<file path="src/ssc_pkg.sv">
// ============================================================================
// Sparse-set component store package
// Shared item types, action and status codes, and the engine state encoding.
// ============================================================================
package ssc_pkg;

    // Action codes carried by an input request.
    localparam logic [2:0] ACT_CREATE  = 3'd0;
    localparam logic [2:0] ACT_DESTROY = 3'd1;
    localparam logic [2:0] ACT_ADD     = 3'd2;
    localparam logic [2:0] ACT_REMOVE  = 3'd3;
    localparam logic [2:0] ACT_FIND    = 3'd4;
    localparam logic [2:0] ACT_VALID   = 3'd5;

    // Result status codes.
    localparam logic [1:0] STAT_OK    = 2'd0;
    localparam logic [1:0] STAT_MISS  = 2'd1;
    localparam logic [1:0] STAT_FULL  = 2'd2;
    localparam logic [1:0] STAT_NOENT = 2'd3;

    // Input request as it arrives on the ports.
    typedef struct packed {
        logic [2:0]  action;
        logic [9:0]  ent_id;
        logic [1:0]  pool_index;
        logic [31:0] data_in;
    } in_item_t;

    // Result as it leaves on the ports.
    typedef struct packed {
        logic [1:0]  status;
        logic        found;
        logic [9:0]  new_entity;
        logic [7:0]  slot;
        logic [31:0] data_out;
    } out_item_t;

    // Classified operation handed from the front to the engine.
    typedef enum logic [2:0] {
        OP_CREATE,
        OP_DESTROY,
        OP_ADD,
        OP_REMOVE,
        OP_FIND,
        OP_VALID,
        OP_REJECT,
        OP_NONE
    } op_t;

    typedef struct packed {
        op_t         op;
        logic [9:0]  ent_id;
        logic [1:0]  pool_index;
        logic [31:0] data_in;
    } cmd_t;

    // Engine states.
    typedef enum logic [3:0] {
        BK_IDLE,
        BK_POP,
        BK_CWR,
        BK_ROW,
        BK_SEL,
        BK_DENSE,
        BK_LAST,
        BK_MOVER,
        BK_FREE,
        BK_DONE
    } bk_state_t;

endpackage

</file>
<file path="src/ssc_front.sv">
// ============================================================================
// Sparse-set store front end
// Accepts requests, checks ranges, classifies them and queues them for the
// engine in a two-entry command queue.
// ============================================================================
module ssc_front
    import ssc_pkg::*;
#(
    parameter int MAX_ENTITIES = 1024,
    parameter int NUM_POOLS    = 4
)
(
    input  logic     clk,
    input  logic     rst_n,
    input  logic     push,
    output logic     full,
    input  in_item_t in_item,
    input  logic     clearing,
    output logic     cmd_valid,
    input  logic     cmd_pop,
    output cmd_t     cmd
);

    logic [1:0] cnt_reg, cnt_next;
    logic       wr_reg, wr_next;
    logic       rd_reg, rd_next;
    cmd_t       q_mem [2];
    cmd_t       cls;
    logic       e_ok, p_ok, take, give;

    // Range checks and classification of the incoming request.
    assign e_ok = 32'(in_item.ent_id) < MAX_ENTITIES;
    assign p_ok = 32'(in_item.pool_index) < NUM_POOLS;

    always_comb
    begin
        cls.ent_id     = in_item.ent_id;
        cls.pool_index = in_item.pool_index;
        cls.data_in    = in_item.data_in;
        case (in_item.action)
            ACT_CREATE:  cls.op = OP_CREATE;
            ACT_DESTROY: cls.op = e_ok ? OP_DESTROY : OP_REJECT;
            ACT_ADD:     cls.op = (e_ok && p_ok) ? OP_ADD : OP_REJECT;
            ACT_REMOVE:  cls.op = (e_ok && p_ok) ? OP_REMOVE : OP_REJECT;
            ACT_FIND:    cls.op = (e_ok && p_ok) ? OP_FIND : OP_REJECT;
            ACT_VALID:   cls.op = e_ok ? OP_VALID : OP_REJECT;
            default:     cls.op = OP_NONE;
        endcase
    end

    // Queue control; no request is taken while the tables are being cleared.
    assign full      = (cnt_reg == 2'd2) || clearing;
    assign take      = push && !full;
    assign cmd_valid = (cnt_reg != 2'd0);
    assign give      = cmd_pop && cmd_valid;
    assign cmd       = q_mem[rd_reg];

    always_comb
    begin
        wr_next  = take ? !wr_reg : wr_reg;
        rd_next  = give ? !rd_reg : rd_reg;
        cnt_next = cnt_reg + 2'(take) - 2'(give);
    end

    always_ff @(posedge clk or negedge rst_n)
    begin
        if (!rst_n)
        begin
            cnt_reg <= 2'd0;
            wr_reg  <= 1'b0;
            rd_reg  <= 1'b0;
        end
        else
        begin
            cnt_reg <= cnt_next;
            wr_reg  <= wr_next;
            rd_reg  <= rd_next;
        end
    end

    // Queue storage.
    always_ff @(posedge clk)
    begin
        if (take)
        begin
            q_mem[wr_reg] <= cls;
        end
    end

endmodule

</file>
<file path="config.mk">
export PLATFORM = sky130hd
export DESIGN_NAME = ssc_front
export DESIGN_NICKNAME = d
export VERILOG_FILES = /design/src/ssc_pkg.sv /design/src/ssc_front.sv
export SDC_FILE = /design/constraint.sdc
export NUM_CORES = 1
export LEC_CHECK = 0
export BUFFER_PORTS_ARGS = -buffer_cell sky130_fd_sc_hd__buf_2
export CORE_MARGIN = 1
export CORE_UTILIZATION = 52
export CTS_CLUSTER_SIZE = 28
export DETAILED_ROUTE_END_ITERATION = 10
export GPL_TIMING_DRIVEN = 0
export PLACE_DENSITY = 0.79
export SYNTH_ARGS = -nofsm -noshare
export SYNTH_HDL_FRONTEND = slang
export SYNTH_SLANG_ARGS = --single-unit
export TNS_END_PERCENT = 5
</file>
<file path="constraint.sdc">
create_clock -name clk -period 4.35 [get_ports clk]
set_clock_uncertainty 0.05 [all_clocks]
set_input_delay 0 -clock clk [delete_from_list [all_inputs] [get_ports clk]]
set_output_delay 0 -clock clk [all_outputs]
set_load 0.05 [all_outputs]
</file>
After elaboration in Yosys (flattened, before gate mapping)
Memories as Yosys holds them, arrays and structs flattened.
Index checks and enable logic that the tools add are counted.
W data, S select, Z words.
{ "totals": {"ramBits": 94, "memories": 1, "input_bits": 52, "wordCells": 23, "reg_bits": 4} }
{ "op_classes": {"n_reduce_logical": 8, "n_addsub": 2, "mux": 3, "n_eq_ne": 6} }
{ "memory_table": {"columns": ["name", "depth", "width", "read_ports", "rd_clocked_by_memory_dff", "write_ports", "line", "source"], "rows": [
  ["q_mem", 2, 47, 1, 0, 1, "ssc_front.sv:27", "cmd_t q_mem [2];"]
]} }
{ "ops": {"columns": ["op", "n"], "rows": [
  ["$pmux W3 S6", 1],
  ["$eq A3 B2 Y1 const B", 2],
  ["$eq A3 B3 Y1 const B", 2],
  ["$eq A3 B1 Y1 const B", 1],
  ["$logic_not A1 Y1", 3],
  ["$logic_not A3 Y1", 1],
  ["$add A2 B1 Y2", 1],
  ["$eq A2 B2 Y1 const B", 1],
  ["$logic_and A1 B1 Y1", 2],
  ["$mux W1", 2],
  ["$reduce_bool A2 Y1", 1],
  ["$sub A2 B1 Y2", 1],
  ["$logic_or A1 B1 Y1", 1]
]} }

Depth between registers and ports, before layout
{ "logic_depth": {"word_depth": 6, "ltp_mapped": 7} }

Least setup slack after synthesis
Ideal clock, no wire load.
{ "synth_path": {"path_kind": "flip-flop to flip-flop", "start": "reg cnt_reg[1]", "end": "mem q_mem[0][0] in the netlist's numbering, enable pin", "t_arrival_ns": 2.621, "period_less_slack_ns": 3.123, "path_stages_with_launch": 4, "n_path_buf": 0, "required_ns": 3.848, "path_slack_ns": 1.227, "cell_sequence": "dfrtp_1 > nand2b_1 > nand3b_1 > nor2_1"} }
{ "synth_via": {"elab_chain_len": 6} }
{ "synth_lines": {"columns": ["element", "line", "source"], "rows": [
  ["start: declaration", "ssc_front.sv:24", "logic [1:0] cnt_reg, cnt_next;"],
  ["start signal: assignment", "ssc_front.sv:75", "cnt_reg <= cnt_next;"],
  ["$eq A2 B2 Y1", "ssc_front.sv:52", "assign full = (cnt_reg == 2'd2) || clearing;"],
  ["$logic_or A1 B1 Y1", "ssc_front.sv:52", null],
  ["$logic_not A1 Y1", "ssc_front.sv:53", "assign take = push && !full;"],
  ["$logic_and A1 B1 Y1", "ssc_front.sv:53", null],
  ["$mux W1", "ssc_front.sv:84", "if (take)"],
  ["$mux W1 (implied by the code)", "ssc_front.sv:86", "q_mem[wr_reg] <= cls;"],
  ["end: declaration", "ssc_front.sv:27", null]
]} }
Every way passes these cells.

Final worst setup path
{ "layout_path": {"start": "reg cnt_reg[1]", "end": "mem q_mem[1][36] in the netlist's numbering, enable pin"} }
The elaborated chain is that of the path after synthesis.

==> flow_metrics.py <==
metrics = {
    "status": {
        "status": "finished, final reports clean",
    },
    "die": {
        "dieArea_mm2": 0.00745,
        "dieHeight_um": 86.3,
        "num_rows": 30,
        "die_w_um": 86.3,
        "ios": 101,
        "core-area_mm2": 0.00683,
        "start_util_pct": 54.1,
    },
    "drt": {
        "vias": 2054,
        "wl_per_cell_um": 15.5,
        "drc": 0,
        "drtAntennaViolNets": 0,
        "initialDrtViolationCount": 123,
        "avgViaCountPerCell": 4.74,
        "first_pass_iters": 4,
        "postRouteWirelength_um": 6690,
    },
    "clocking": {
        "cts_hold_buf": 51,
        "cts_tree": "yes",
        "clock_sinks": 98,
        "post_cts_buffers": 0,
        "numCtsBuffers": 9,
        "ctsLongestPathBuffers": 2,
        "clk_pin_slew_worst_paths_ns": 0.09,
        "ctsResizeCount": 0,
        "worstSkewPairLatency_ns": 0.34,
        "cts-htree-levels": 3,
        "root_buffer": "clkbuf_8",
    },
    "power": {
        "p_sw_share_pct": 38.3,
        "clkPwrFrac_pct": 20.9,
        "internal-power_mw": 2.02,
        "leakage_nw": 2.00,
        "total_power_mw": 3.27,
        "pwr-share-seq_pct": 37.3,
        "p_per_area_mw_per_mm2": 638,
        "vdd_ir_drop_max_uv": 353,
        "switchingPower_mw": 1.25,
        "share_comb_of_total_power_pct": 41.9,
    },
    "global_routing": {
        "grt_use_total_pct": 19.2,
        "grt_overflow": 0,
        "grt_start_max_net_pins": 25,
        "first_global_vias": 2244,
        "grt_pass1_wl_um": 10300,
        "antenna_found_initial": 0,
    },
    "placement": {
        "io_buffers": 100,
        "hpwlAfterDp_um": 3930,
        "pre_cts_ws_ns": 2.20,
        "gp_congestion": 0.705,
        "place_inst": 366,
        "place_area_mm2": 0.00437,
    },
    "sta": {
        "drv_slew": 0,
        "whs_ns": 0.140,
        "rsz0062_at_grt": "no",
        "clock.fmax_ghz": 0.471,
        "layout_setup_ws_ns": 2.23,
        "setup_viol": 0,
        "hold_viol": 0,
        "worstMarginPinSlew_ns": 0.742,
        "tns_ns": 0,
        "timing.final.crit_period_ns": 2.12,
        "relSlewSlack_pct": 50.4,
        "min_period_over_period_pct": 48.8,
    },
    "worst_setup_path": {
        "path_max_fanout": 24,
        "endpoint_kind": "register",
        "arrival_ns": 2.12,
        "worstPathRequired_ns": 4.35,
        "start_kind": "register",
        "path_class": "register to register",
    },
    "synth": {
        "synth_seq_cells": 98,
        "synth_seq_area_share_pct": 79.1,
        "synth_cell_type_count": 17,
        "syn-cell-area_mm2": 0.00370,
        "ys_warn_count": 0,
        "synth_nets": 222,
        "syn_avg_cell_area_um2": 22.0,
        "synthCells": 168,
    },
    "layout": {
        "nFillCells": 416,
        "diodes": 0,
        "largest_reg_flops": 94,
        "stdcell_area_mm2": 0.00512,
        "fin_cells": 433,
        "drive_gt1_share_pct": 51.0,
        "nets": 386,
        "final_core_util_pct": 75.0,
        "area_delta_synth_final_pct": 38.7,
    },
    "job": {
        "maxCapViolCount": 0,
    },
    "min_path": {
        "min_path_type": "input port to register",
    },
}
## cells in the final DEF (no fill, tap or decap), types with 2 or more instances in the layout
cell type	netlist	layout
clkinv_4	0	2
mux2_2	27	27
buf_12	0	2
buf_6	3	3
nor2_4	0	2
clkbuf_8	0	9
nand2b_1	2	2
edfxtp_1	94	94
ha_1	2	2
dfrtp_1	4	4
xnor2_1	3	3
clkbuf_1	2	3
inv_1	2	2
dlygate4sd3_1	0	51
mux2_4	20	20
buf_2	2	102
bufinv_16	0	3
## kinds of logic after synthesis
family	Yosys count	share of synthesized area, %
flops	98	79.1
mux	47	16.4
buf+inv	9	1.59
simple gates	7	1.15
xor+xnor	4	0.948
fa+ha+maj	2	0.677
compound gates	1	0.203
## routing by layer
metal | track usage (%) | part of all wire [%] | up-vias
met1 | 20.8 | 40 | 989
met3 | 4.57 | 5.3 | 9
met2 | 35.3 | 54 | 79
li1 | - | - | 977
met5 | 0 | 0 | -
met4 | 9.39 | 1.4 | 0
## power by group through the flow
stage          registers, mW  logic (mW)  clock network [mW]
4_1_cts                 1.22        1.38               0.695
5_1_grt                 1.23        1.44               0.730
3_3_place_gp            1.24        1.31                   0
3_5_place_dp            1.24        1.34                   0
2_1_floorplan           1.23        1.08                   0
6_report                1.22        1.37               0.683
## critical path, cell delays in order (launching register included)
cell and delay [ns]:
dfrtp_1 0.42, nand2b_1 0.12, nand3b_1 0.28, nor2_4 0.67, buf_12 0.27
## final timing paths
path,startpoint,endpoint,slack (ns),cells past startpoint
worst min register to register,cnt_reg[1]$_DFF_PN0_,cnt_reg[1]$_DFF_PN0_,0.46,1
worst min-delay path,push,wr_reg$_DFFE_PN0N_,0.14,3
worst max-delay path,cnt_reg[1]$_DFF_PN0_,q_mem[1][36]$_DFFE_PP_,2.23,4
max in group asynchronous,rst_n,wr_reg$_DFFE_PN0N_,3.60,3
min in group asynchronous,rst_n,rd_reg$_DFFE_PN0P_,0.49,3
worst max register to register,cnt_reg[1]$_DFF_PN0_,q_mem[1][36]$_DFFE_PP_,2.23,4
## Yosys cell counts
cell	n	area [µm²]
mux2_2	27	304
edfxtp_1	94	2820
inv_1	2	7.51
buf_6	3	33.8
buf_2	2	10.0
clkbuf_1	2	7.51
nor2_1	2	7.51
or2_1	1	6.26
a21o_1	1	7.51
dfrtp_1	4	100
ha_1	2	25.0
nand3b_1	1	7.51
xor2_1	1	8.76
nand2b_1	2	12.5
xnor2_1	3	26.3
and2_4	1	8.76
mux2_4	20	300
## area by class of cell
type,instances,area (µm²),share of cell area [%]
Sequential cell,98,2920,57.0
Buffer,7,51.3,1.00
Multi-Input combinational cell,61,729,14.2
Timing Repair Buffer,153,1050,20.5
Clock inverter,6,115,2.25
Inverter,2,7.51,0.146
Tap cell,96,120,2.34
Clock buffer,10,128,2.49
(Power assumes the default switching activity.)
