## src/ssc_pkg.sv

```systemverilog
// ============================================================================
// Sparse-set component store package
// Shared item types, action and status codes, and the engine state encoding.
// ============================================================================
package ssc_pkg;

    // Action codes carried by an input request.
    localparam logic [2:0] ACT_CREATE  = 3'd0;
    localparam logic [2:0] ACT_DESTROY = 3'd1;
    localparam logic [2:0] ACT_ADD     = 3'd2;
    localparam logic [2:0] ACT_REMOVE  = 3'd3;
    localparam logic [2:0] ACT_FIND    = 3'd4;
    localparam logic [2:0] ACT_VALID   = 3'd5;

    // Result status codes.
    localparam logic [1:0] STAT_OK    = 2'd0;
    localparam logic [1:0] STAT_MISS  = 2'd1;
    localparam logic [1:0] STAT_FULL  = 2'd2;
    localparam logic [1:0] STAT_NOENT = 2'd3;

    // Input request as it arrives on the ports.
    typedef struct packed {
        logic [2:0]  action;
        logic [9:0]  ent_id;
        logic [1:0]  pool_index;
        logic [31:0] data_in;
    } in_item_t;

    // Result as it leaves on the ports.
    typedef struct packed {
        logic [1:0]  status;
        logic        found;
        logic [9:0]  new_entity;
        logic [7:0]  slot;
        logic [31:0] data_out;
    } out_item_t;

    // Classified operation handed from the front to the engine.
    typedef enum logic [2:0] {
        OP_CREATE,
        OP_DESTROY,
        OP_ADD,
        OP_REMOVE,
        OP_FIND,
        OP_VALID,
        OP_REJECT,
        OP_NONE
    } op_t;

    typedef struct packed {
        op_t         op;
        logic [9:0]  ent_id;
        logic [1:0]  pool_index;
        logic [31:0] data_in;
    } cmd_t;

    // Engine states.
    typedef enum logic [3:0] {
        BK_IDLE,
        BK_POP,
        BK_CWR,
        BK_ROW,
        BK_SEL,
        BK_DENSE,
        BK_LAST,
        BK_MOVER,
        BK_FREE,
        BK_DONE
    } bk_state_t;

endpackage

```

## src/ssc_outq.sv

```systemverilog
// ============================================================================
// Sparse-set store result queue
// Two-entry queue that holds finished results until they are popped.
// ============================================================================
module ssc_outq
    import ssc_pkg::*;
(
    input  logic      clk,
    input  logic      rst_n,
    input  logic      res_valid,
    output logic      res_ready,
    input  out_item_t res,
    output logic      empty,
    input  logic      pop,
    output out_item_t out_item
);

    logic [1:0] cnt_reg, cnt_next;
    logic       wr_reg, wr_next;
    logic       rd_reg, rd_next;
    out_item_t  q_mem [2];
    logic       take, give;

    // Queue control.
    assign res_ready = (cnt_reg != 2'd2);
    assign take      = res_valid && res_ready;
    assign empty     = (cnt_reg == 2'd0);
    assign give      = pop && !empty;
    assign out_item  = q_mem[rd_reg];

    always_comb
    begin
        wr_next  = take ? !wr_reg : wr_reg;
        rd_next  = give ? !rd_reg : rd_reg;
        cnt_next = cnt_reg + 2'(take) - 2'(give);
    end

    always_ff @(posedge clk or negedge rst_n)
    begin
        if (!rst_n)
        begin
            cnt_reg <= 2'd0;
            wr_reg  <= 1'b0;
            rd_reg  <= 1'b0;
        end
        else
        begin
            cnt_reg <= cnt_next;
            wr_reg  <= wr_next;
            rd_reg  <= rd_next;
        end
    end

    // Queue storage.
    always_ff @(posedge clk)
    begin
        if (take)
        begin
            q_mem[wr_reg] <= res;
        end
    end

endmodule

```

## config.mk

```make
export PLATFORM = sky130hd
export DESIGN_NAME = ssc_outq
export DESIGN_NICKNAME = d
export VERILOG_FILES = /design/src/ssc_pkg.sv /design/src/ssc_outq.sv
export SDC_FILE = /design/constraint.sdc
export NUM_CORES = 1
export LEC_CHECK = 0
export BUFFER_PORTS_ARGS = -buffer_cell sky130_fd_sc_hd__buf_4
export CAP_MARGIN = 40
export CORE_ASPECT_RATIO = 1.4
export CORE_MARGIN = 1.5
export CORE_UTILIZATION = 40
export DETAILED_ROUTE_END_ITERATION = 6
export HOLD_SLACK_MARGIN = 0.03
export SLEW_MARGIN = 30
export SYNTH_ARGS = -nofsm -noshare
export SYNTH_HDL_FRONTEND = slang
export SYNTH_SLANG_ARGS = --single-unit
```

## constraint.sdc

```tcl
create_clock -name clk -period 4.1 [get_ports clk]
set_input_delay 0.205 -clock clk [delete_from_list [all_inputs] [get_ports clk]]
set_output_delay 0.205 -clock clk [all_outputs]
set_load 0.01 [all_outputs]
```

# Word-level counts from Yosys, hierarchy flattened
# Memory sizes are Yosys's and may differ from the RTL's.
# Index checks and enable logic that the tools add are counted.
# totals
reg_bits	4
rom_bits	0
latch_bits	0
mem_count	1
inputBits	57
out_inout_bits	55
mem_bits_rw	106
elab_cells	15
# memory_table
name	depth	width	read_ports	rd_ports_with_merged_regs	wr	line_no	rtl
q_mem	2	53	1	0	1	ssc_outq.sv:21	out_item_t q_mem [2];
# op_classes
div_mod_pow	0
order_cmp	0
muxes	2
reduce_logical	6
bitwise_logic	0
add_sub_neg	2
multipliers	0
shift	0
eq_ne	1
# ops
cell	n
1-bit zero test	3
2-bit by 1-bit adder with 2-bit output	1
1-bit logical AND	2
2-bit zero test	1
1-bit 2-to-1 mux	2
2-bit != test, second input constant	1
2-bit by 1-bit subtractor with 2-bit output	1

# Longest topological paths before layout
# Gate-level depths: netlist (run 1).
# depth
depth_word	4
mapped_depth	7
depth_no_buf	7

# Least setup slack after synthesis (run 1)
# Ideal clock, no wire load.
# synth_timing
kind	flip-flop to flip-flop
startpoint	register cnt_reg[1]
endpoint	memory q_mem[0][0] (netlist bit) (enable)
required_time_ns	3.636
n_path_buf	0
setup_ns	0.464
period_less_slack_ns	3.354
path_stages_with_launch	4
path_slack_ns	0.746
arrival_time_ns	2.890
cell_sequence	dfrtp_1 -> nand2b_1 -> nand2_1 -> nor2_1
# synth_via
elab_chain_cells	4
# synth_rtl
item	line_no	rtl
start: declaration	ssc_outq.sv:18	logic [1:0] cnt_reg, cnt_next;
start signal: assignment	ssc_outq.sv:48	cnt_reg <= cnt_next;
2-bit != test	ssc_outq.sv:25	assign res_ready = (cnt_reg != 2'd2);
net res_ready	ssc_outq.sv:11	output logic res_ready,
1-bit logical AND	ssc_outq.sv:26	assign take = res_valid && res_ready;
1-bit 2-to-1 mux	ssc_outq.sv:57	if (take)
1-bit 2-to-1 mux (not written as such)	ssc_outq.sv:59	q_mem[wr_reg] <= res;
end: declaration	ssc_outq.sv:21	
# The timed path passes the listed nets, and every way through them passes these cells.

==> out/metrics.csv, run 1 <==
metric,value,unit
Root Driver,clkbuf_16,
slew margin rel.,0.617,
filler cell count in the final layout,839,
crit start category,flip-flop,
Core ar.,10400,um2
Final Cell Area,5560,um2
GPL Wtd Cong,0.694,
FF-to-FF setup slack,2.20,ns
row cnt,44,
CTS tree,yes,
max-slew violations,0,
die width,90.3,um
power per cell area,695,nW/um2
area added between synthesis and finish,30.3,%
Yosys top cell by area,edfxtp_1,
Yosys top cell area share,0.746,
minimum hold slack,0.0475,ns
hold buffer count at CTS,1,
RSZ-0062 raised after global routing,no,
fraction of layout cells with a size suffix above 1,0.595,
cts bufs inserted,9,
hold crit path type,input pin to flip-flop,
status,"finished, final reports clean",
# diodes,0,
Die ar.,11300,um2
nets,363,
synth unique cells,15,
Critical Path End Type,output pin,
Final Setup Violations,0,
Synth Cell Area,4270,um2
Non-Filler Instances,447,
Mapped Nets,241,
DR WL/cell,16.2,um
Max Cap Violations,0,
CP arrival,1.90,ns
Clock Skew,0.00368,ns
Area contributors post-synth,"edfxtp_1 75%, mux2_4 17%, buf_12 2.3%, dfrtp_1 2.3%, mux2_2 1.1%",
CTS clock-pin slew for the worst setup and hold paths,0.07,ns
CTS H-tree depth,3,
starting density of the core,0.410,
placed cell areas,5250,um2
clk buf depth,2,
Post-DRT Antenna Nets,0,
"commonest non-fill, non-tap cell in the layout",buf_4,
Post-Synthesis Cells,182,
worst-case reg-to-reg path depth,4,
global-route wire length before repair,10900,um
f_max,0.474,GHz
Iter 0 DRT Violations,92,
total track usage,0.133,
critical path peak fanout,31,
VDD IR max,0.506,mV
max reg flops,106,
Setup Total Neg Slack,0,ns
Tcrit/Tclk final,0.514,
clk_lat worst skew,0.34,ns
final WL,7240,um
total vias in the final route,2026,
origin of the critical flop-to-flop path,cnt_reg[1]$_DFF_PN0_,
Critical Path End,out_item[52],
final hold violations,0,
Cells after DPL,429,
Crit Path Class,flip-flop to output pin,
CTS resizes,0,
most frequent cells in the layout,"113 x buf_4, 106 x edfxtp_1, 49 x mux2_4",
drt first pass iters,4,
grt ovf,0,
# clock sinks,110,
initial antenna violation count,0,
Final HPWL DP,4980,um
# IOs,112,
DRC errors left,0,
Crit. Startpoint,rd_reg$_DFFE_PN0P_,
Final min period,2.11,ns
post-synthesis register bit count,110,
vias in the first global route,2091,
Synth Warn #,0,
DR vias/cell,4.53,
RR Endpoint,q_mem[0][40]$_DFFE_PP_,
Die Y,125,um
Worst-Margin Slew,0.573,ns
mean post-synth cell area,23.5,um2
Worst Path Required,3.89,ns
Leak Pwr,0.00222,uW
postcts setup bufs,0,
number of port buffers,111,
largest net degree at the start of global routing,35,
sequential share of the synthesized area,0.769,
[cells in the mapped netlist]
cell type / count
xnor2_1: 3
dfrtp_1: 4
buf_6: 1
inv_1: 1
nand2_1: 1
nor2b_1: 1
edfxtp_1: 106
xor2_1: 1
mux2_4: 49
nand2b_1: 1
buf_12: 5
nor2_1: 2
ha_1: 2
mux2_2: 4
and3_1: 1
[per-stage QoR]
step / util / total power (uW) / setup WS (ns)
global route: 0.535 / 4050 / 1.91
CTS: 0.532 / 3910 / 1.95
floorplan: - / 2580 / 0.746
finish: 0.535 / 3860 / 1.99
global placement: 0.499 / 3030 / 1.91
detailed placement: 0.504 / 3090 / 2.01
[cell families after synthesis]
| family | Yosys count | synth area share |
|---|---|---|
| AND/OR/NAND/NOR | 6 | 0.00704 |
| flip-flops | 110 | 0.769 |
| buffers and inverters | 7 | 0.0270 |
| multiplexers | 53 | 0.183 |
| XOR/XNOR | 4 | 0.00821 |
| adder cells (fa/ha/maj) | 2 | 0.00586 |
[critical path, cell delays in order, from the launching register on]
cell and delay [ns]:
dfrtp_4 0.74, buf_16 0.30, mux2_2 0.36, buf_4 0.14
[metal layers]
metal / wire length (um) / vias to the layer above / GRT usage
met5: 0 / - / 0
li1: - / 957 / -
met3: 293 / 13 / 0.0268
met1: 2780 / 996 / 0.149
met2: 3980 / 60 / 0.230
met4: 187 / 0 / 0.0840
[cell type report]
type	instances	area, um2	area share
Multi-Input combinational cell	65	880	0.158
Timing Repair Buffer	117	941	0.169
Tap cell	138	173	0.0310
Inverter	1	3.75	0.000675
Clock inverter	7	55.1	0.00989
Sequential cell	110	3290	0.591
Clock buffer	9	225	0.0405
[worst min-delay path by stage]
| stage | slack (ns) | from | endpoint | cells after the start |
|---|---|---|---|---|
| after floorplan | -0.09 | rst_n | cnt_reg[0]$_DFF_PN0_ | 0 |
| after global placement | 0.002 | rst_n | cnt_reg[0]$_DFF_PN0_ | 1 |
| after detailed placement | 0.004 | rst_n | cnt_reg[0]$_DFF_PN0_ | 1 |
| after CTS | 0.03 | res[2] | q_mem[1][2]$_DFFE_PP_ | 1 |
| after global routing | 0.03 | res[5] | q_mem[0][5]$_DFFE_PP_ | 1 |
| final | 0.05 | res[12] | q_mem[1][12]$_DFFE_PP_ | 1 |
[power breakdown]
part           switching [uW]  total (uW)  internal [uW]
logic                     575        1380            804
clock network             350         812            463
registers                 133        1670           1540
Note: power is estimated with default switching activity, not from simulation.
==> inputs of run 2 (changes only) <==
- PLACE_DENSITY: unset -> 0.66
- clock period: 4.1 -> 1.75 ns (I/O delays scaled with it)
==> out/metrics.csv, run 2 (synthesis results as in run 1) <==
metric,value,unit,change
# clock sinks,110,,unchanged
hold crit path type,input pin to async pin,,
CTS tree,yes,,
DR vias/cell,4.40,,-2.9%
CTS clock-pin slew for the worst setup and hold paths,0.06,ns,about the same
Iter 0 DRT Violations,99,,+7.6%
Final min period,1.62,ns,
Die ar.,11300,um2,unchanged
# IOs,112,,unchanged
f_max,0.619,GHz,
Final Cell Area,6090,um2,+9.5%
final WL,7400,um,+2.2%
postcts setup bufs,0,,unchanged
total track usage,0.133,,+0.000165
total power,9050,uW,+130%
clk_lat worst skew,0.34,ns,about the same
Root Driver,clkbuf_16,,
area added between synthesis and finish,42.7,%,
Clock Skew,0.00578,ns,+0.00210 ns
Critical Path End Type,output pin,,
Post-DRT Antenna Nets,0,,unchanged
clk buf depth,2,,unchanged
most frequent cells in the layout,"111 x buf_4, 106 x edfxtp_1, 54 x dlygate4sd3_1",,
cts bufs inserted,9,,unchanged
Final HPWL DP,4600,um,-7.7%
global-route wire length before repair,11400,um,+4.4%
VDD IR max,1.02,mV,+100%
status,"finished, final reports clean",,
Tcrit/Tclk final,0.924,,
grt ovf,0,,unchanged
max reg flops,106,,unchanged
Max Cap Violations,0,,unchanged
Leak Pwr,0.00243,uW,+9.4%
slew margin rel.,0.852,,+0.234
Setup Total Neg Slack,0,ns,unchanged
Final Setup Violations,0,,unchanged
GPL Wtd Cong,0.655,,-5.6%
placed cell areas,5300,um2,+1.0%
DR WL/cell,14.8,um,-8.8%
crit start category,flip-flop,,
final setup margin,0.134,ns,-1.86 ns
critical path peak fanout,26,,-16%
nets,417,,+15%
vias in the first global route,2348,,+12%
"commonest non-fill, non-tap cell in the layout",buf_4,,
Crit Path Class,flip-flop to output pin,,
largest net degree at the start of global routing,29,,-17%
RSZ-0062 raised after global routing,no,,
CP arrival,1.53,ns,-0.37 ns
initial antenna violation count,0,,unchanged
worst slack at placement,0.161,ns,-1.85 ns
minimum hold slack,0.0812,ns,+0.0337 ns
total vias in the final route,2204,,+8.8%
power per cell area,1490,nW/um2,+110%
Worst Path Required,1.66,ns,-2.23 ns
# diodes,0,,unchanged
CTS H-tree depth,3,,unchanged
drt first pass iters,4,,unchanged
final hold violations,0,,unchanged
row cnt,44,,unchanged
starting density of the core,0.410,,unchanged
Die Y,125,um,unchanged
DRC errors left,0,,unchanged
max-slew violations,0,,unchanged
die width,90.3,um,unchanged
fraction of layout cells with a size suffix above 1,0.504,,-0.0913
Worst-Margin Slew,0.223,ns,-0.350 ns
number of port buffers,111,,unchanged
Core ar.,10400,um2,unchanged
## run 2: changes by cell type in the layout (fill, tap and decap cells not counted), moves of 2 or more
cell | before | now
clkbuf_1 | 0 | 4
dlygate4sd3_1 | 1 | 54
clkinv_2 | 2 | 0
buf_12 | 0 | 6
buf_4 | 113 | 111
buf_16 | 3 | 0
## run 2: final timing paths
kind	from	endpoint	slack, ns	depth (start not counted)
min in group clk	res_valid	wr_reg$_DFFE_PN0N_	0.09	3
max	rd_reg$_DFFE_PN0P_	out_item[0]	0.13	3
max in group asynchronous	rst_n	rd_reg$_DFFE_PN0P_	1.55	2
min reg2reg	cnt_reg[0]$_DFF_PN0_	cnt_reg[0]$_DFF_PN0_	0.53	1
max reg2reg	cnt_reg[1]$_DFF_PN0_	cnt_reg[1]$_DFF_PN0_	0.14	7
min	rst_n	cnt_reg[1]$_DFF_PN0_	0.08	2
## run 2: metrics by stage
stage	cells	utilization
after CTS	501	0.585
after global routing	501	0.585
final	501	0.585
after detailed placement	431	0.509
after floorplan	182	-
after global placement	431	0.509
## run 2: repair_timing
| action | 4_1_cts | 5_1_grt |
|---|---|---|
| gates resized for setup | 0 | 0 |
| hold endpoints to repair | 110 | 0 |
| hold buffers | 54 | 0 |
## run 2: metal layers
metal  wire (um)  track usage  vias to the layer above
met1        2930        0.146                     1073
met4         139       0.0728                        0
met5           0            0                        -
met3         255       0.0225                        9
li1            -            -                     1063
met2        4080        0.242                       59
## run 2: critical path, stage by stage, from the launching register on
cell and delay [ns]:
dfrtp_4 0.44, buf_12 0.23, mux2_2 0.37, buf_4 0.14
## run 2: cell type report
type | count | area, um2
inverters | 1 | 3.75
flip-flops and latches | 110 | 3290
clock buffers | 13 | 240
well taps | 138 | 173
clock inverters | 3 | 11.3
fillers | 793 | 4310
repair buffers | 171 | 1490
multi-input cells | 65 | 882
## run 2: power by group
| group | internal, uW | switching (uW) | total (uW) | leakage [uW] |
|---|---|---|---|---|
| Sequential | 3610 | 171 | 3780 | 0.00103 |
| Combinational | 2010 | 1510 | 3520 | 0.00128 |
| Clock | 953 | 803 | 1760 | 0.000120 |
